[config.mk]
export PLATFORM = sky130hd
export DESIGN_NAME = priority_ordered_task_table_flat
export DESIGN_NICKNAME = d
export VERILOG_FILES = /design/src/sv/pott_pkg.sv /design/src/sv/pott_if.sv /design/src/sv/pott_ram.sv /design/src/sv/pott_cmp.sv /design/src/sv/priority_ordered_task_table.sv /design/src/flat_wrapper.sv
export SDC_FILE = /design/constraint.sdc
export NUM_CORES = 2
export LEC_CHECK = 0
export BUFFER_PORTS_ARGS = -buffer_cell sky130_fd_sc_hd__buf_2
export CAP_MARGIN = 20
export CORE_ASPECT_RATIO = 1.5
export CORE_MARGIN = 2
export CORE_UTILIZATION = 31
export CTS_BUF_LIST = sky130_fd_sc_hd__clkbuf_16
export DETAILED_ROUTE_END_ITERATION = 16
export MAX_ROUTING_LAYER = met4
export SYNTH_ARGS = -nofsm -noshare
export SYNTH_HDL_FRONTEND = slang
export SYNTH_SLANG_ARGS = --single-unit
[constraint.sdc]
create_clock -name clock -period 10.8 [get_ports clock]
set_clock_uncertainty 0.1 [all_clocks]
set_input_delay 2.16 -clock clock [delete_from_list [all_inputs] [get_ports clock]]
set_output_delay 2.16 -clock clock [all_outputs]
set_load 0.03 [all_outputs]
[src/sv/pott_pkg.sv]
// Package for the priority ordered task table: field widths, operation and
// status codes, and the result type of the shared compare unit.
// No dependencies.
`default_nettype none

package pott_pkg;

   localparam int SLOT_COUNT_DEF = 16;

   localparam int OP_W      = 3;
   localparam int PRIO_W    = 8;
   localparam int SID_W     = 4;
   localparam int TAG_W     = 32;
   localparam int STAT_W    = 2;
   localparam int CNT_OUT_W = 5;

   // longest run order answer, and the ceiling of the reported count
   localparam int RUN_MAX = 16;
   localparam int CNT_SAT = 31;

   localparam logic [PRIO_W-1:0] PRIO_RESET = 8'hFF;

   localparam logic [OP_W-1:0] OP_RESET   = 3'd0;
   localparam logic [OP_W-1:0] OP_CREATE  = 3'd1;
   localparam logic [OP_W-1:0] OP_DESTROY = 3'd2;
   localparam logic [OP_W-1:0] OP_RUN     = 3'd3;
   localparam logic [OP_W-1:0] OP_FIND    = 3'd4;

   localparam logic [STAT_W-1:0] STAT_OK    = 2'd0;
   localparam logic [STAT_W-1:0] STAT_FULL  = 2'd1;
   localparam logic [STAT_W-1:0] STAT_MISS  = 2'd2;
   localparam logic [STAT_W-1:0] STAT_EMPTY = 2'd3;

   typedef struct packed {
      logic lt;
      logic eq;
   } cmp_res_type;

endpackage

`default_nettype wire

[src/sv/pott_if.sv]
// Handshake channels of the task table: request channel and response channel.
// Depends on pott_pkg for the payload widths.
`default_nettype none

interface pott_req_if;
   logic                          valid;
   logic                          ready;
   logic [pott_pkg::OP_W-1:0]     op;
   logic [pott_pkg::PRIO_W-1:0]   prio;
   logic [pott_pkg::SID_W-1:0]    slot_id;
   logic [pott_pkg::TAG_W-1:0]    func_tag;

   modport source (output valid, op, prio, slot_id, func_tag, input ready);
   modport sink   (input valid, op, prio, slot_id, func_tag, output ready);
endinterface

interface pott_rsp_if;
   logic                             valid;
   logic                             ready;
   logic [pott_pkg::SID_W-1:0]       slot_out;
   logic [pott_pkg::STAT_W-1:0]      status;
   logic [pott_pkg::CNT_OUT_W-1:0]   active_count;
   logic                             last;

   modport source (output valid, slot_out, status, active_count, last, input ready);
   modport sink   (input valid, slot_out, status, active_count, last, output ready);
endinterface

`default_nettype wire

[src/sv/pott_ram.sv]
// Generic single write port, single read port RAM with registered read data.
// Depends on pott_pkg for default sizes.
`default_nettype none

module pott_ram #(
   parameter int WIDTH = pott_pkg::PRIO_W,
   parameter int DEPTH = pott_pkg::SLOT_COUNT_DEF,
   localparam int AW = $clog2(DEPTH)
) (
   input  wire logic             clock,
   input  wire logic             wr_en,
   input  wire logic [AW-1:0]    wr_addr,
   input  wire logic [WIDTH-1:0] wr_data,
   input  wire logic [AW-1:0]    rd_addr,
   output logic      [WIDTH-1:0] rd_data
);

   logic [WIDTH-1:0] mem_ff [DEPTH];

   always_ff @(posedge clock) begin
      if (wr_en) begin
         mem_ff[wr_addr] <= wr_data;
      end
      rd_data <= mem_ff[rd_addr];
   end

endmodule

`default_nettype wire

[src/sv/pott_cmp.sv]
// Shared compare unit of the task table: less-than and equality on one operand pair.
// Depends on pott_pkg for the operand width and result type.
`default_nettype none

module pott_cmp (
   input  wire logic [pott_pkg::TAG_W-1:0] a,
   input  wire logic [pott_pkg::TAG_W-1:0] b,
   output pott_pkg::cmp_res_type           res
);

   assign res.lt = (a < b);
   assign res.eq = (a == b);

endmodule

`default_nettype wire

[src/sv/priority_ordered_task_table.sv]
// Priority ordered task table. SLOT_COUNT task slots form a doubly linked list
// sorted by priority number, lowest first, ties in creation order. One request
// item runs one operation (reset all, create, destroy, run order, find by tag)
// and the block takes no new item until its last response has been taken.
// Each step reads one slot through the single read port of the slot RAMs and
// the shared comparator, a read state and then a check state per slot: destroy
// reads the slot and then writes the neighbour links (an inactive slot answers
// a miss straight from idle), find scans the slots by tag, create searches for
// a free slot, then scans the slots for the list head, walks the entries and
// links in ST_LINK_A and ST_LINK_B; run order scans for the head and then reads
// each listed task, waiting on each response. Reset all and unknown operations
// answer straight from idle. No clearing pass after reset.
// Depends on pott_pkg, pott_if, pott_ram and pott_cmp.
`default_nettype none

module priority_ordered_task_table #(
   parameter int SLOT_COUNT = pott_pkg::SLOT_COUNT_DEF
) (
   input  wire logic   clock,
   input  wire logic   reset,
   pott_req_if.sink    req_if,
   pott_rsp_if.source  rsp_if
);

   localparam int IDX_W    = $clog2(SLOT_COUNT);
   localparam int LINK_W   = IDX_W + 1;
   localparam int CNT_W    = $clog2(SLOT_COUNT + 1);
   localparam int SO_W     = pott_pkg::SID_W;
   localparam int CO_W     = pott_pkg::CNT_OUT_W;
   localparam int TW       = pott_pkg::TAG_W;
   localparam int PW       = pott_pkg::PRIO_W;
   localparam int RUN_LEN  = (pott_pkg::RUN_MAX < SLOT_COUNT) ? pott_pkg::RUN_MAX : SLOT_COUNT;
   localparam logic [IDX_W-1:0]  IDX_LAST = IDX_W'(SLOT_COUNT - 1);
   localparam logic [IDX_W-1:0]  RUN_LAST = IDX_W'(RUN_LEN - 1);
   localparam logic [LINK_W-1:0] LINK_END = '1;

   typedef enum logic [14:0] {
      ST_IDLE    = 15'h0001,
      ST_FREE    = 15'h0002,
      ST_HEAD_RD = 15'h0004,
      ST_HEAD_CK = 15'h0008,
      ST_WALK_RD = 15'h0010,
      ST_WALK_CK = 15'h0020,
      ST_LINK_A  = 15'h0040,
      ST_LINK_B  = 15'h0080,
      ST_DEL_RD  = 15'h0100,
      ST_DEL_WR  = 15'h0200,
      ST_RUN_RD  = 15'h0400,
      ST_RUN_CK  = 15'h0800,
      ST_TAG_RD  = 15'h1000,
      ST_TAG_CK  = 15'h2000,
      ST_RESP    = 15'h4000
   } state_type;

   typedef enum logic [2:0] {
      LNK_BEFORE = 3'b001,
      LNK_TAIL   = 3'b010,
      LNK_ALONE  = 3'b100
   } link_mode_type;

   typedef struct packed {
      logic prio;
      logic func;
      logic prev;
      logic next;
   } rd_vld_type;

   function automatic logic link_ok(input logic [LINK_W-1:0] l);
      return l < LINK_W'(SLOT_COUNT);
   endfunction

   // control state
   state_type               state_ff, state_in;
   logic [SLOT_COUNT-1:0]   act_ff, act_in;
   logic [CNT_W-1:0]        cnt_ff, cnt_in;
   logic [SLOT_COUNT-1:0]   vld_prio_ff, vld_prio_in;
   logic [SLOT_COUNT-1:0]   vld_func_ff, vld_func_in;
   logic [SLOT_COUNT-1:0]   vld_prev_ff, vld_prev_in;
   logic [SLOT_COUNT-1:0]   vld_next_ff, vld_next_in;
   logic                    rsp_valid_ff, rsp_valid_in;

   // item and walk registers
   logic [pott_pkg::OP_W-1:0] op_ff, op_in;
   logic [PW-1:0]             prio_ff, prio_in;
   logic [SO_W-1:0]           sid_ff, sid_in;
   logic [TW-1:0]             tag_ff, tag_in;
   logic [IDX_W-1:0]          scan_ff, scan_in;
   logic [IDX_W-1:0]          cur_ff, cur_in;
   logic [IDX_W-1:0]          step_ff, step_in;
   logic [IDX_W-1:0]          new_ff, new_in;
   logic [LINK_W-1:0]         plink_ff, plink_in;
   link_mode_type             mode_ff, mode_in;
   logic [SO_W-1:0]           rsp_slot_ff, rsp_slot_in;
   logic [pott_pkg::STAT_W-1:0] rsp_status_ff, rsp_status_in;
   logic [CO_W-1:0]           rsp_count_ff, rsp_count_in;
   logic                      rsp_last_ff, rsp_last_in;

   // read side
   logic [IDX_W-1:0]  rd_addr;
   logic [IDX_W-1:0]  rd_idx_ff;
   rd_vld_type        rd_vld_ff;
   logic [PW-1:0]     prio_rd, prio_rv;
   logic [TW-1:0]     func_rd, func_rv;
   logic [LINK_W-1:0] prev_rd, prev_rv;
   logic [LINK_W-1:0] next_rd, next_rv;

   // write side
   logic              prio_we, func_we, prev_we, next_we;
   logic [IDX_W-1:0]  prio_wa, func_wa, prev_wa, next_wa;
   logic [LINK_W-1:0] prev_wd, next_wd;

   logic [TW-1:0]          cmp_a, cmp_b;
   pott_pkg::cmp_res_type  cmp_res;

   pott_ram #(.WIDTH(PW), .DEPTH(SLOT_COUNT)) u_prio_ram (
      .clock(clock), .wr_en(prio_we), .wr_addr(prio_wa), .wr_data(prio_ff),
      .rd_addr(rd_addr), .rd_data(prio_rd)
   );

   pott_ram #(.WIDTH(TW), .DEPTH(SLOT_COUNT)) u_func_ram (
      .clock(clock), .wr_en(func_we), .wr_addr(func_wa), .wr_data(tag_ff),
      .rd_addr(rd_addr), .rd_data(func_rd)
   );

   pott_ram #(.WIDTH(LINK_W), .DEPTH(SLOT_COUNT)) u_prev_ram (
      .clock(clock), .wr_en(prev_we), .wr_addr(prev_wa), .wr_data(prev_wd),
      .rd_addr(rd_addr), .rd_data(prev_rd)
   );

   pott_ram #(.WIDTH(LINK_W), .DEPTH(SLOT_COUNT)) u_next_ram (
      .clock(clock), .wr_en(next_we), .wr_addr(next_wa), .wr_data(next_wd),
      .rd_addr(rd_addr), .rd_data(next_rd)
   );

   pott_cmp u_cmp (.a(cmp_a), .b(cmp_b), .res(cmp_res));

   // entries never written read as their reset values
   always_comb begin
      prio_rv = rd_vld_ff.prio ? prio_rd : pott_pkg::PRIO_RESET;
      func_rv = rd_vld_ff.func ? func_rd : '0;
      if (rd_vld_ff.prev) begin
         prev_rv = prev_rd;
      end else begin
         prev_rv = (rd_idx_ff == '0) ? LINK_END : LINK_W'(rd_idx_ff);
      end
      if (rd_vld_ff.next) begin
         next_rv = next_rd;
      end else begin
         next_rv = (rd_idx_ff == IDX_LAST) ? LINK_END : LINK_W'(rd_idx_ff) + LINK_W'(1);
      end
   end

   always_comb begin
      case (state_ff)
         ST_WALK_RD, ST_RUN_RD: rd_addr = cur_ff;
         ST_DEL_RD:             rd_addr = IDX_W'(sid_ff);
         default:               rd_addr = scan_ff;
      endcase
   end

   always_comb begin
      case (state_ff)
         ST_WALK_CK: begin
            cmp_a = TW'(prio_ff);
            cmp_b = TW'(prio_rv);
         end
         ST_HEAD_CK: begin
            cmp_a = TW'(prev_rv);
            cmp_b = TW'(LINK_END);
         end
         default: begin
            cmp_a = tag_ff;
            cmp_b = func_rv;
         end
      endcase
   end

   always_comb begin
      state_in      = state_ff;
      act_in        = act_ff;
      cnt_in        = cnt_ff;
      rsp_valid_in  = rsp_valid_ff;
      op_in         = op_ff;
      prio_in       = prio_ff;
      sid_in        = sid_ff;
      tag_in        = tag_ff;
      scan_in       = scan_ff;
      cur_in        = cur_ff;
      step_in       = step_ff;
      new_in        = new_ff;
      plink_in      = plink_ff;
      mode_in       = mode_ff;
      rsp_slot_in   = rsp_slot_ff;
      rsp_status_in = rsp_status_ff;
      rsp_count_in  = rsp_count_ff;
      rsp_last_in   = rsp_last_ff;
      prio_we = 1'b0;
      func_we = 1'b0;
      prev_we = 1'b0;
      next_we = 1'b0;
      prio_wa = new_ff;
      func_wa = new_ff;
      prev_wa = new_ff;
      next_wa = new_ff;
      prev_wd = LINK_END;
      next_wd = LINK_END;
      vld_prio_in = vld_prio_ff;
      vld_func_in = vld_func_ff;
      vld_prev_in = vld_prev_ff;
      vld_next_in = vld_next_ff;

      case (state_ff)
         ST_IDLE: begin
            if (req_if.valid) begin
               op_in   = req_if.op;
               prio_in = req_if.prio;
               sid_in  = req_if.slot_id;
               tag_in  = req_if.func_tag;
               scan_in = '0;
               case (req_if.op)
                  pott_pkg::OP_RESET: begin
                     act_in      = '0;
                     cnt_in      = '0;
                     vld_prio_in = '0;
                     vld_func_in = '0;
                     vld_prev_in = '0;
                     vld_next_in = '0;
                     rsp_valid_in  = 1'b1;
                     rsp_slot_in   = '0;
                     rsp_status_in = pott_pkg::STAT_OK;
                     rsp_last_in   = 1'b1;
                     state_in      = ST_RESP;
                  end
                  pott_pkg::OP_CREATE: state_in = ST_FREE;
                  pott_pkg::OP_DESTROY: begin
                     if ((32'(req_if.slot_id) < 32'(SLOT_COUNT))
                         && act_ff[IDX_W'(req_if.slot_id)]) begin
                        state_in = ST_DEL_RD;
                     end else begin
                        rsp_valid_in  = 1'b1;
                        rsp_slot_in   = '0;
                        rsp_status_in = pott_pkg::STAT_MISS;
                        rsp_last_in   = 1'b1;
                        state_in      = ST_RESP;
                     end
                  end
                  pott_pkg::OP_RUN:  state_in = ST_HEAD_RD;
                  pott_pkg::OP_FIND: state_in = ST_TAG_RD;
                  default: begin
                     rsp_valid_in  = 1'b1;
                     rsp_slot_in   = '0;
                     rsp_status_in = pott_pkg::STAT_OK;
                     rsp_last_in   = 1'b1;
                     state_in      = ST_RESP;
                  end
               endcase
            end
         end

         ST_FREE: begin
            if (!act_ff[scan_ff]) begin
               new_in  = scan_ff;
               prio_we = 1'b1;
               prio_wa = scan_ff;
               func_we = 1'b1;
               func_wa = scan_ff;
               vld_prio_in[scan_ff] = 1'b1;
               vld_func_in[scan_ff] = 1'b1;
               scan_in  = '0;
               state_in = ST_HEAD_RD;
            end else if (scan_ff == IDX_LAST) begin
               rsp_valid_in  = 1'b1;
               rsp_slot_in   = '0;
               rsp_status_in = pott_pkg::STAT_FULL;
               rsp_last_in   = 1'b1;
               state_in      = ST_RESP;
            end else begin
               scan_in = scan_ff + IDX_W'(1);
            end
         end

         ST_HEAD_RD: state_in = ST_HEAD_CK;

         ST_HEAD_CK: begin
            if (act_ff[scan_ff] && cmp_res.eq) begin
               cur_in   = scan_ff;
               step_in  = '0;
               state_in = (op_ff == pott_pkg::OP_CREATE) ? ST_WALK_RD : ST_RUN_RD;
            end else if (scan_ff == IDX_LAST) begin
               if (op_ff == pott_pkg::OP_CREATE) begin
                  mode_in  = LNK_ALONE;
                  state_in = ST_LINK_A;
               end else begin
                  rsp_valid_in  = 1'b1;
                  rsp_slot_in   = '0;
                  rsp_status_in = pott_pkg::STAT_EMPTY;
                  rsp_last_in   = 1'b1;
                  state_in      = ST_RESP;
               end
            end else begin
               scan_in  = scan_ff + IDX_W'(1);
               state_in = ST_HEAD_RD;
            end
         end

         ST_WALK_RD: state_in = ST_WALK_CK;

         ST_WALK_CK: begin
            if (cmp_res.lt) begin
               plink_in = prev_rv;
               mode_in  = LNK_BEFORE;
               state_in = ST_LINK_A;
            end else if (!link_ok(next_rv)) begin
               mode_in  = LNK_TAIL;
               state_in = ST_LINK_A;
            end else begin
               cur_in = IDX_W'(next_rv);
               if (step_ff == IDX_LAST) begin
                  // walk bound hit: append after the slot reached
                  mode_in  = LNK_TAIL;
                  state_in = ST_LINK_A;
               end else begin
                  step_in  = step_ff + IDX_W'(1);
                  state_in = ST_WALK_RD;
               end
            end
         end

         ST_LINK_A: begin
            prev_we = 1'b1;
            next_we = 1'b1;
            vld_prev_in[new_ff] = 1'b1;
            vld_next_in[new_ff] = 1'b1;
            case (mode_ff)
               LNK_BEFORE: begin
                  prev_wd = plink_ff;
                  next_wd = LINK_W'(cur_ff);
               end
               LNK_TAIL: begin
                  prev_wd = LINK_W'(cur_ff);
                  next_wd = LINK_END;
               end
               default: begin
                  prev_wd = LINK_END;
                  next_wd = LINK_END;
               end
            endcase
            state_in = ST_LINK_B;
         end

         ST_LINK_B: begin
            case (mode_ff)
               LNK_BEFORE: begin
                  prev_we = 1'b1;
                  prev_wa = cur_ff;
                  prev_wd = LINK_W'(new_ff);
                  vld_prev_in[cur_ff] = 1'b1;
                  if (link_ok(plink_ff)) begin
                     next_we = 1'b1;
                     next_wa = IDX_W'(plink_ff);
                     next_wd = LINK_W'(new_ff);
                     vld_next_in[IDX_W'(plink_ff)] = 1'b1;
                  end
               end
               LNK_TAIL: begin
                  next_we = 1'b1;
                  next_wa = cur_ff;
                  next_wd = LINK_W'(new_ff);
                  vld_next_in[cur_ff] = 1'b1;
               end
               default: ;
            endcase
            act_in[new_ff] = 1'b1;
            cnt_in        = cnt_ff + CNT_W'(1);
            rsp_valid_in  = 1'b1;
            rsp_slot_in   = SO_W'(new_ff);
            rsp_status_in = pott_pkg::STAT_OK;
            rsp_last_in   = 1'b1;
            state_in      = ST_RESP;
         end

         ST_DEL_RD: state_in = ST_DEL_WR;

         ST_DEL_WR: begin
            if (link_ok(prev_rv)) begin
               next_we = 1'b1;
               next_wa = IDX_W'(prev_rv);
               next_wd = next_rv;
               vld_next_in[IDX_W'(prev_rv)] = 1'b1;
            end
            if (link_ok(next_rv)) begin
               prev_we = 1'b1;
               prev_wa = IDX_W'(next_rv);
               prev_wd = prev_rv;
               vld_prev_in[IDX_W'(next_rv)] = 1'b1;
            end
            act_in[IDX_W'(sid_ff)] = 1'b0;
            cnt_in        = cnt_ff - CNT_W'(1);
            rsp_valid_in  = 1'b1;
            rsp_slot_in   = sid_ff;
            rsp_status_in = pott_pkg::STAT_OK;
            rsp_last_in   = 1'b1;
            state_in      = ST_RESP;
         end

         ST_RUN_RD: state_in = ST_RUN_CK;

         ST_RUN_CK: begin
            rsp_valid_in  = 1'b1;
            rsp_slot_in   = SO_W'(cur_ff);
            rsp_status_in = pott_pkg::STAT_OK;
            rsp_last_in   = !link_ok(next_rv) || (step_ff == RUN_LAST);
            cur_in        = IDX_W'(next_rv);
            state_in      = ST_RESP;
         end

         ST_TAG_RD: state_in = ST_TAG_CK;

         ST_TAG_CK: begin
            if (act_ff[scan_ff] && cmp_res.eq) begin
               rsp_valid_in  = 1'b1;
               rsp_slot_in   = SO_W'(scan_ff);
               rsp_status_in = pott_pkg::STAT_OK;
               rsp_last_in   = 1'b1;
               state_in      = ST_RESP;
            end else if (scan_ff == IDX_LAST) begin
               rsp_valid_in  = 1'b1;
               rsp_slot_in   = '0;
               rsp_status_in = pott_pkg::STAT_MISS;
               rsp_last_in   = 1'b1;
               state_in      = ST_RESP;
            end else begin
               scan_in  = scan_ff + IDX_W'(1);
               state_in = ST_TAG_RD;
            end
         end

         ST_RESP: begin
            if (rsp_if.ready) begin
               rsp_valid_in = 1'b0;
               if (rsp_last_ff) begin
                  state_in = ST_IDLE;
               end else begin
                  step_in  = step_ff + IDX_W'(1);
                  state_in = ST_RUN_RD;
               end
            end
         end

         default: state_in = ST_IDLE;
      endcase

      // count reported with each item is the one left after the operation
      if (state_ff != ST_RESP && rsp_valid_in) begin
         rsp_count_in = (32'(cnt_in) > 32'(pott_pkg::CNT_SAT))
                        ? CO_W'(pott_pkg::CNT_SAT) : CO_W'(cnt_in);
      end
   end

   always_ff @(posedge clock) begin
      if (reset) begin
         state_ff     <= ST_IDLE;
         act_ff       <= '0;
         cnt_ff       <= '0;
         vld_prio_ff  <= '0;
         vld_func_ff  <= '0;
         vld_prev_ff  <= '0;
         vld_next_ff  <= '0;
         rsp_valid_ff <= 1'b0;
      end else begin
         state_ff     <= state_in;
         act_ff       <= act_in;
         cnt_ff       <= cnt_in;
         vld_prio_ff  <= vld_prio_in;
         vld_func_ff  <= vld_func_in;
         vld_prev_ff  <= vld_prev_in;
         vld_next_ff  <= vld_next_in;
         rsp_valid_ff <= rsp_valid_in;
      end
   end

   always_ff @(posedge clock) begin
      op_ff         <= op_in;
      prio_ff       <= prio_in;
      sid_ff        <= sid_in;
      tag_ff        <= tag_in;
      scan_ff       <= scan_in;
      cur_ff        <= cur_in;
      step_ff       <= step_in;
      new_ff        <= new_in;
      plink_ff      <= plink_in;
      mode_ff       <= mode_in;
      rsp_slot_ff   <= rsp_slot_in;
      rsp_status_ff <= rsp_status_in;
      rsp_count_ff  <= rsp_count_in;
      rsp_last_ff   <= rsp_last_in;
      rd_idx_ff     <= rd_addr;
      rd_vld_ff     <= '{prio: vld_prio_ff[rd_addr], func: vld_func_ff[rd_addr],
                         prev: vld_prev_ff[rd_addr], next: vld_next_ff[rd_addr]};
   end

   assign req_if.ready        = (state_ff == ST_IDLE);
   assign rsp_if.valid        = rsp_valid_ff;
   assign rsp_if.slot_out     = rsp_slot_ff;
   assign rsp_if.status       = rsp_status_ff;
   assign rsp_if.active_count = rsp_count_ff;
   assign rsp_if.last         = rsp_last_ff;

   a_no_accept_while_rsp: assert property (@(posedge clock) disable iff (reset)
      rsp_if.valid |-> !req_if.ready)
      else $error("request ready while a response item is pending");

   a_count_matches_flags: assert property (@(posedge clock) disable iff (reset)
      32'(cnt_ff) == $countones(act_ff))
      else $error("active count out of step with active flags");

   a_accept_leaves_idle: assert property (@(posedge clock) disable iff (reset)
      (req_if.valid && req_if.ready) |=> (state_ff != ST_IDLE))
      else $error("accepted item did not start an operation");

endmodule

`default_nettype wire
[src/flat_wrapper.sv]
// flat-port wrapper written by rule: the top's interface ports become plain ports
module priority_ordered_task_table_flat 
#(
   parameter int SLOT_COUNT = pott_pkg::SLOT_COUNT_DEF
)
  (clock, reset, req_if_valid, req_if_op, req_if_prio, req_if_slot_id, req_if_func_tag, req_if_ready, rsp_if_valid, rsp_if_slot_out, rsp_if_status, rsp_if_active_count, rsp_if_last, rsp_if_ready);
  pott_req_if req_if_i ();
  pott_rsp_if rsp_if_i ();
  input  wire logic clock;
  input  wire logic reset;
  input wire logic [$bits(req_if_i.valid)-1:0] req_if_valid;
  input wire logic [$bits(req_if_i.op)-1:0] req_if_op;
  input wire logic [$bits(req_if_i.prio)-1:0] req_if_prio;
  input wire logic [$bits(req_if_i.slot_id)-1:0] req_if_slot_id;
  input wire logic [$bits(req_if_i.func_tag)-1:0] req_if_func_tag;
  output wire logic [$bits(req_if_i.ready)-1:0] req_if_ready;
  output wire logic [$bits(rsp_if_i.valid)-1:0] rsp_if_valid;
  output wire logic [$bits(rsp_if_i.slot_out)-1:0] rsp_if_slot_out;
  output wire logic [$bits(rsp_if_i.status)-1:0] rsp_if_status;
  output wire logic [$bits(rsp_if_i.active_count)-1:0] rsp_if_active_count;
  output wire logic [$bits(rsp_if_i.last)-1:0] rsp_if_last;
  input wire logic [$bits(rsp_if_i.ready)-1:0] rsp_if_ready;
  assign req_if_i.valid = req_if_valid;
  assign req_if_i.op = req_if_op;
  assign req_if_i.prio = req_if_prio;
  assign req_if_i.slot_id = req_if_slot_id;
  assign req_if_i.func_tag = req_if_func_tag;
  assign req_if_ready = req_if_i.ready;
  assign rsp_if_valid = rsp_if_i.valid;
  assign rsp_if_slot_out = rsp_if_i.slot_out;
  assign rsp_if_status = rsp_if_i.status;
  assign rsp_if_active_count = rsp_if_i.active_count;
  assign rsp_if_last = rsp_if_i.last;
  assign rsp_if_i.ready = rsp_if_ready;
  priority_ordered_task_table #(.SLOT_COUNT(SLOT_COUNT)) u_core (.clock(clock), .reset(reset), .req_if(req_if_i), .rsp_if(rsp_if_i));
endmodule
=== Word-level counts from Yosys, hierarchy flattened ===
Memory sizes are Yosys's and may differ from the RTL's. A register that Yosys moved wholly into a read port is not among the register bits.
Cells that the tools add are included.

* Register bits after elaboration: 192
* Memory bits (writable): 800
* Bits of input ports: 51
* Output and inout port bits: 14
* Logic and storage cells: 330
* Memories kept: 4

{| class="wikitable"
|+ Memory list
! memory !! words !! width !! read ports !! clocked after Yosys merged registers in !! write ports !! RTL line !! source
|-
| u_core.u_func_ram.mem_ff || 16 || 32 || 1 || 1 || 1 || pott_ram.sv:18 || <nowiki>logic [WIDTH-1:0] mem_ff [DEPTH];</nowiki>
|-
| u_core.u_prio_ram.mem_ff || 16 || 8 || 1 || 1 || 1 || pott_ram.sv:18 ||
|-
| u_core.u_next_ram.mem_ff || 16 || 5 || 1 || 1 || 1 || pott_ram.sv:18 ||
|-
| u_core.u_prev_ram.mem_ff || 16 || 5 || 1 || 1 || 1 || pott_ram.sv:18 ||
|}

* $add $sub $neg: 5
* Order comparisons: 20
* Eq/ne operators: 53
* Multiplexer cells: 167
* Bitwise logic cells: 12
* Reductions and logical operators: 42

{| class="wikitable"
|+ Operator list
! operator !! number
|-
| 15-bit one-hot mux with 13 select lines || 1
|-
| 15-bit 2-to-1 mux || 12
|-
| 16-bit OR || 10
|-
| 16-bit 2-to-1 mux || 8
|-
| 16-bit one-hot mux with 4 select lines || 2
|-
| 32-bit one-hot mux with 2 select lines || 2
|-
| 4-bit 2-to-1 mux || 27
|-
| 16-bit one-hot mux with 2 select lines || 3
|-
| 15-bit one-hot mux with 4 select lines || 1
|-
| 5-bit 2-to-1 mux || 11
|-
| 16-bit one-hot mux with 3 select lines || 1
|-
| 4-bit by 5-bit < comparator with 1-bit output, second input constant || 9
|-
| 5-bit one-hot mux with 3 select lines || 3
|-
| 1-bit 2-to-1 mux || 42
|-
| 4-bit one-hot mux with 2 select lines || 5
|-
| 4-bit one-hot mux with 3 select lines || 3
|-
| 32-bit == test || 1
|-
| 32-bit < comparator || 1
|-
| 32-bit 2-to-1 mux || 1
|-
| 1-bit demux with 4-bit select || 7
|-
| 4-bit by 1-bit >= comparator with 1-bit output, second input constant || 7
|-
| 4-bit one-hot mux with 7 select lines || 1
|-
| 1-bit binary-select mux with 4-bit select || 6
|-
| 11-bit 2-to-1 mux || 2
|-
| other kinds (65) || 133
|}

=== Depth between registers and ports, before layout ===
* Depth in word-level cells: 10
* Gate-level depth with buffers: 20
* Mapped depth without buffers: 16

=== Hierarchy ===
From an unflattened synthesis, not the netlist that was laid out.

* Cell total of the unflattened synthesis: 2,734
* Area total of the unflattened synthesis: 42,847.3 µm²

{| class="wikitable"
|+ By module, submodules not included
! module !! times used !! cells an instance !! area an instance (µm²) !! seq. area each (µm²)
|-
| pott_ram at u_core.u_func_ram || 1 || 838 || 19,835.3 || 16,015.4
|-
| priority_ordered_task_table || 1 || 1,242 || 10,630.2 || 4,634.4
|-
| pott_ram at u_core.u_next_ram ... || 2 || 155 || 3,213.1 || 2,502.4
|-
| pott_ram at u_core.u_prio_ram || 1 || 229 || 5,147.4 || 4,003.8
|-
| pott_cmp || 1 || 115 || 808.3 || 0.0
|}

=== Worst setup path after synthesis ===
OpenSTA, ideal clock, no wires.

* Kind: register to register
* Start: reg u_core.scan_ff[0]
* End: mem u_core.u_func_ram.mem_ff[0][0] (netlist name) (enable)
* Setup time: 0.487 ns
* Data arrival time: 5.061 ns
* Data required time: 10.213 ns
* Setup slack: 5.152 ns
* Cell stages (with the launch flop): 8
* Buffers on the path: 1
* Period minus slack after synthesis: 5.648 ns
* Cell sequence: edfxtp_1 > clkbuf_1 > mux4_2 > mux2_2 > mux2i_1 > nand2_1 > or3_1 > nor3_1

* Cells in the longest elaborated chain, start to end: 6
* Elaborated cells on any way between the ends: 8
* Classes of those cells: mux (8)

{| class="wikitable"
|+ RTL lines
! what !! RTL line !! source
|-
| start: declaration || priority_ordered_task_table.sv:87 || <nowiki>logic [IDX_W-1:0] scan_ff, scan_in;</nowiki>
|-
| start signal: assignment || priority_ordered_task_table.sv:487 || <nowiki>scan_ff <= scan_in;</nowiki>
|-
| 1-bit binary-select mux with 4-bit select || priority_ordered_task_table.sv:261 || <nowiki>if (!act_ff[scan_ff]) begin</nowiki>
|-
| 1-bit 2-to-1 mux (not written as such) || priority_ordered_task_table.sv:261 ||
|-
| 1-bit 2-to-1 mux || priority_ordered_task_table.sv:261 ||
|-
| 1-bit 2-to-1 mux || priority_ordered_task_table.sv:212 || <nowiki>case (state_ff)</nowiki>
|-
| 1-bit 2-to-1 mux || pott_ram.sv:21 || <nowiki>if (wr_en) begin</nowiki>
|-
| 1-bit 2-to-1 mux (not written as such) || pott_ram.sv:22 || <nowiki>mem_ff[wr_addr] <= wr_data;</nowiki>
|-
| end: declaration || pott_ram.sv:18 ||
|}

Parallel ways exist; a longest one is shown, timed or not. The select of a mux whose other input is x is not followed.

=== Final worst setup path ===
* Start: reg u_core.state_ff[12]
* End: reg u_core.rsp_count_ff[1], in the netlist u_core.rsp_if.active_count[1] (enable)

* Cells in the longest elaborated chain, start to end: 7
* Elaborated cells on any way between the ends: 19
* Classes of those cells: eq/ne (11); mux (5); reduce/logical (3)

{| class="wikitable"
|+ RTL lines
! what !! RTL line !! source
|-
| start: declaration || priority_ordered_task_table.sv:73 || <nowiki>state_type state_ff, state_in;</nowiki>
|-
| start signal: assignment || priority_ordered_task_table.sv:471 || <nowiki>state_ff <= state_in;</nowiki>
|-
| 15-bit by 4-bit == test with 1-bit output / 15-bit by 6-bit == test with 1-bit output (equally long branches) || priority_ordered_task_table.sv:162, priority_ordered_task_table.sv:212 ||
|-
| 32-bit one-hot mux with 2 select lines || priority_ordered_task_table.sv:162 || <nowiki>case (state_ff)</nowiki>
|-
| 32-bit == test || pott_cmp.sv:12 || <nowiki>assign res.eq = (a == b);</nowiki>
|-
| 1-bit logical AND || priority_ordered_task_table.sv:285, priority_ordered_task_table.sv:420 ||
|-
| 1-bit 2-to-1 mux, on equally long branches || priority_ordered_task_table.sv:420, priority_ordered_task_table.sv:285 ||
|-
| 1-bit one-hot mux with 6 select lines || priority_ordered_task_table.sv:212 ||
|-
| 1-bit logical AND * || priority_ordered_task_table.sv:454 || <nowiki>if (state_ff != ST_RESP && rsp_valid_in) begin</nowiki>
|-
| end signal: assignment || priority_ordered_task_table.sv:495 || <nowiki>rsp_count_ff <= rsp_count_in;</nowiki>
|-
| end: declaration || priority_ordered_task_table.sv:95 || <nowiki>logic [CO_W-1:0] rsp_count_ff, rsp_count_in;</nowiki>
|}

Mark *: on every way between the ends. The rest lies on a longest branch, timed or not.
A chain may end at the register's enable or synchronous reset.

==> flow_summary_export.csv <==
group,metric,value,unit
run_status,status,"finished, final reports clean",
setup_path,slowest_delay,0.74,ns
power,power.density,229,nW/µm²
setup_path,worstPathMaxFanout,39,
clock_tree,post_cts.resized_instances,0,
synthesis,synth.avg_cell_area,14.5,µm²
timing,final.period_utilization,0.548,
routing,initialDrtViolationCount,2202,
grt,globalRouteTotalUtil,0.164,
synthesis,synth-edff-count,879,
setup_path,worst_ep_arrival_time,6.16,ns
placement,io_buffer_count,64,
cells_and_area,finish.net_count,3087,
floorplanning,core_area,137000,µm²
clock_tree,clock_latency,0.70,ns
setup_path,crit_path_cell_trace,"nor3_1, buf_4, and4_1, nand2_1, nor3b_2, inv_1, buf_16, and3_1, nand2_1, ha_1, nand4_1, nor4_1, nand3_1, nor2_1, or2_2, a21oi_1, nand2b_1, a21oi_1",
synthesis,ys_ff_latch,1042,
timing,timing.final.hold_violations,0,
setup_path,r2r_start,"u_core.state_ff[12]",
clock_tree,tritoncts,"built",
placement,numPlacedInstances,4658,
power,pwr-share-clk,0.318,
setup_path,critPathRequiredTime,11.05,ns
setup_path,timing.critical_path.slowest_stage_cell,"and3_1",
setup_path,critical_path_endpoint_category,"flip-flop",
synthesis,dominant_combinational_cell_family_by_area_after_synthesis,"multiplexers",
timing,tightest_slew,1.09,ns
placement,gp_congestion,0.900,
grt,initial_antenna_violation_count,6,
routing,total_vias_in_the_final_route,25600,
clock_tree,ctsHtreeMaxLevel,3,
clock_tree,register_clock_pin_slew_on_the_reported_worst_setup_and_hold_paths,0.07,ns
grt,grt_max_degree,56,
synthesis,netlist_instances,2948,
synthesis,synth_xor_xnor_area_share,0.00123,
synthesis,yosys.area_share.adder,0.0128,
power,max-vdd-ir-drop,0.181,mV
synthesis,synth-async-reset-ratio,0,
setup_path,crit_end,"u_core.rsp_if.active_count[1]",
power,power_frac_seq,0.455,
routing,ant_nets,0,
synthesis,netlist_area,42700,µm²
floorplanning,start_util,0.312,
synthesis,synthesized_netlist_net_count,3042,
clock_tree,cts_made_buffers,95,
synthesis,ys_seq_area_frac,0.695,
synthesis,synth.distinct_cells,80,
floorplanning,design.die.area,141000,µm²
clock_tree,post_cts_buffers,0,
timing,timing.max_slew.rel_slack,0.272,
timing,rsz0062_at_grt,"no",
timing,number_of_setup_violations_in_the_final_report,0,
floorplanning,fp.dieH,459,µm
power,net-switching-power,0.00347,W
grt,grt_remaining_overflow,0,
clock_tree,cts_hold_repair.buffers,0,
setup_path,reg2reg_to,"u_core.rsp_if.active_count[1]",
grt,grt_first_pass_wirelength,167,mm
cells_and_area,area_growth_syn_to_layout,13.3,%
setup_path,reg2reg_setup_slack,4.88,ns
synthesis,synthSimpleGateAreaFrac,0.0818,
run,drv.max_cap_violation_count,0,
setup_path,worstSetupStartpointType,"flip-flop",
cells_and_area,final-instance-count-excl-fill,4846,
setup_path,reg2regPathDepth,18,
min_path,holdCritStartpoint,"u_core.vld_prio_ff[0]",
floorplanning,placementRows,166,
min_path,hold_crit_path_type,"flip-flop to flip-flop",
routing,detail_route.vias_per_cell,5.28,
setup_path,timing.critical_path.from,"u_core.state_ff[12]",
placement,dpl.hpwl,68.4,mm
synthesis,ys_dominant_reg_cell,"edfxtp_1",
routing,detail_route.wirelength,114,mm
clock_tree,cts_root_buf,"clkbuf_16",
power,sw_frac_of_total,0.313,
synthesis,synth_compound_area_frac,0.0798,
clock_tree,cts_max_path_buffers,3,
timing,timing_max_transition_violations_final,0,
timing,final_critical_path_setup_slack,4.88,ns
power,comb_power_share,0.227,
floorplanning,top_level_ports,65,
synthesis,synth_mux_area_frac,0.109,
synthesis,yosys_warnings,0,
placement,dpl_worst_slack,4.59,ns
timing,final.setup.tns,0,ns
routing,dr.pass1.iters,6,
timing,period_needed,5.92,ns
power,p_int,0.00760,W
cells_and_area,drive_gt1_frac,0.113,
power,power_leakage,16.6,nW
grt,grt_pass1_vias,25600,
routing,avgRoutedWirePerCell,23.6,µm
setup_path,critical_path_class,"flip-flop to flip-flop",
timing,achievable_freq,0.169,GHz
routing,drc_markers,0,
floorplanning,fp.dieW,307,µm
clock_tree,clkSinkCount,1042,
## cell families (layout without fill, tap and decap cells)
family | count (synthesis) | in the layout
mux | 451 | 451
other cells | 0 | 7
xor+xnor | 6 | 6
buf+inv | 199 | 326
fa+ha+maj | 43 | 43
simple gates | 671 | 671
flops | 1042 | 1042
compound gates | 536 | 536
## power by group through the flow
stage / Combinational, W / Sequential, W / Clock, W
global placement: 0.00251 / 0.00513 / 0
CTS: 0.00253 / 0.00504 / 0.00359
detailed placement: 0.00252 / 0.00513 / 0
finish: 0.00251 / 0.00504 / 0.00352
global route: 0.00268 / 0.00506 / 0.00373
floorplan: 0.00171 / 0.00498 / 0
## cells in the final DEF, fill, tap and decap left out, types with 11 or more instances in the layout
cell type,instances
buf_4,64
o221ai_1,13
nand2b_1,17
buf_2,64
o22ai_1,219
clkinv_2,17
o21ai_0,80
nor2b_1,30
nor2_4,12
a31oi_1,29
mux2i_1,436
inv_1,28
nor3_1,21
nand4_1,34
and3_1,40
nand3_1,54
ha_1,42
dfxtp_1,163
edfxtp_1,879
o211ai_1,11
clkinv_1,22
nand2_1,184
nor2_1,133
or4_1,55
a21oi_1,91
a21o_1,18
bufinv_16,15
clkbuf_16,95
and2_1,12
## worst min path at each step
stage                                         to  cells past startpoint
after global routing       u_core.vld_next_ff[7]                      2
after CTS                  u_core.vld_next_ff[7]                      2
final                      u_core.vld_prio_ff[0]                      2
after detailed placement   u_core.vld_prio_ff[0]                      2
after floorplan           u_core.vld_next_ff[11]                      2
after global placement     u_core.vld_func_ff[2]                      2
## routing by layer
layer  GRT usage  wire, µm  vias up
met5           -         0        -
met2       0.299     61400      746
li1            -         -    11600
met1       0.178     43400    13000
met3      0.0227      5210      222
met4      0.0646      4230        0
## final cells by class
class,count,area [µm²]
Clock inverter,84,902
Fill cell,13000,88300
Sequential cell,1042,29700
Multi-Input combinational cell,1707,12300
Inverter,18,67.6
Antenna cell,7,17.5
Timing Repair Buffer,129,828
Tap cell,1764,2210
Clock buffer,95,2380
## per-stage QoR
step	util	total power [W]	cell area, µm²	hold slack, ns
floorplan	-	0.00669	42700	0.324
global placement	0.330	0.00763	45000	0.333
detailed placement	0.330	0.00765	45100	0.341
CTS	0.354	0.0112	48300	0.355
global route	0.354	0.0115	48400	0.374
finish	0.354	0.0111	48400	0.349
## cell usage after synthesis, drive strengths merged (13+ instances only)
master | count | area share
and2 | 13 | 0.0019
buf | 95 | 0.012
o221ai | 13 | 0.0027
o22ai | 219 | 0.032
or4 | 55 | 0.0097
nand2b | 18 | 0.0026
nor3 | 25 | 0.0029
inv | 18 | 0.0016
nand2 | 192 | 0.017
a21o | 18 | 0.0032
nor2 | 145 | 0.013
nand4 | 35 | 0.0053
a21oi | 94 | 0.011
dfxtp | 163 | 0.076
and3 | 40 | 0.0059
mux2i | 436 | 0.10
nor2b | 32 | 0.0050
a31oi | 29 | 0.0042
o21ai | 82 | 0.0096
clkbuf | 86 | 0.0076
ha | 42 | 0.012
nand3 | 56 | 0.0068
edfxtp | 879 | 0.62
## state kept, by name (all words and copies together), names as in the netlist, 8 cells and up
name,count
u_core.act_ff,16
u_core.prio_ff,8
u_core.state_ff,15
u_core.tag_ff,32
u_core.u_func_ram.mem_ff,512
u_core.u_func_ram.rd_data,32
u_core.u_next_ram.mem_ff,80
u_core.u_prev_ram.mem_ff,80
u_core.u_prio_ram.mem_ff,128
u_core.u_prio_ram.rd_data,8
u_core.vld_func_ff,16
u_core.vld_next_ff,16
u_core.vld_prev_ff,16
u_core.vld_prio_ff,16
## critical path, delay by kind of cell (launching register included)
kind	cells	cell delay [ns]
buf+inv	3	0.57
simple gates	12	3.54
compound gates	2	0.56
flops	1	0.39
fa+ha+maj	1	0.36
Note: power is estimated with default switching activity, not from simulation.
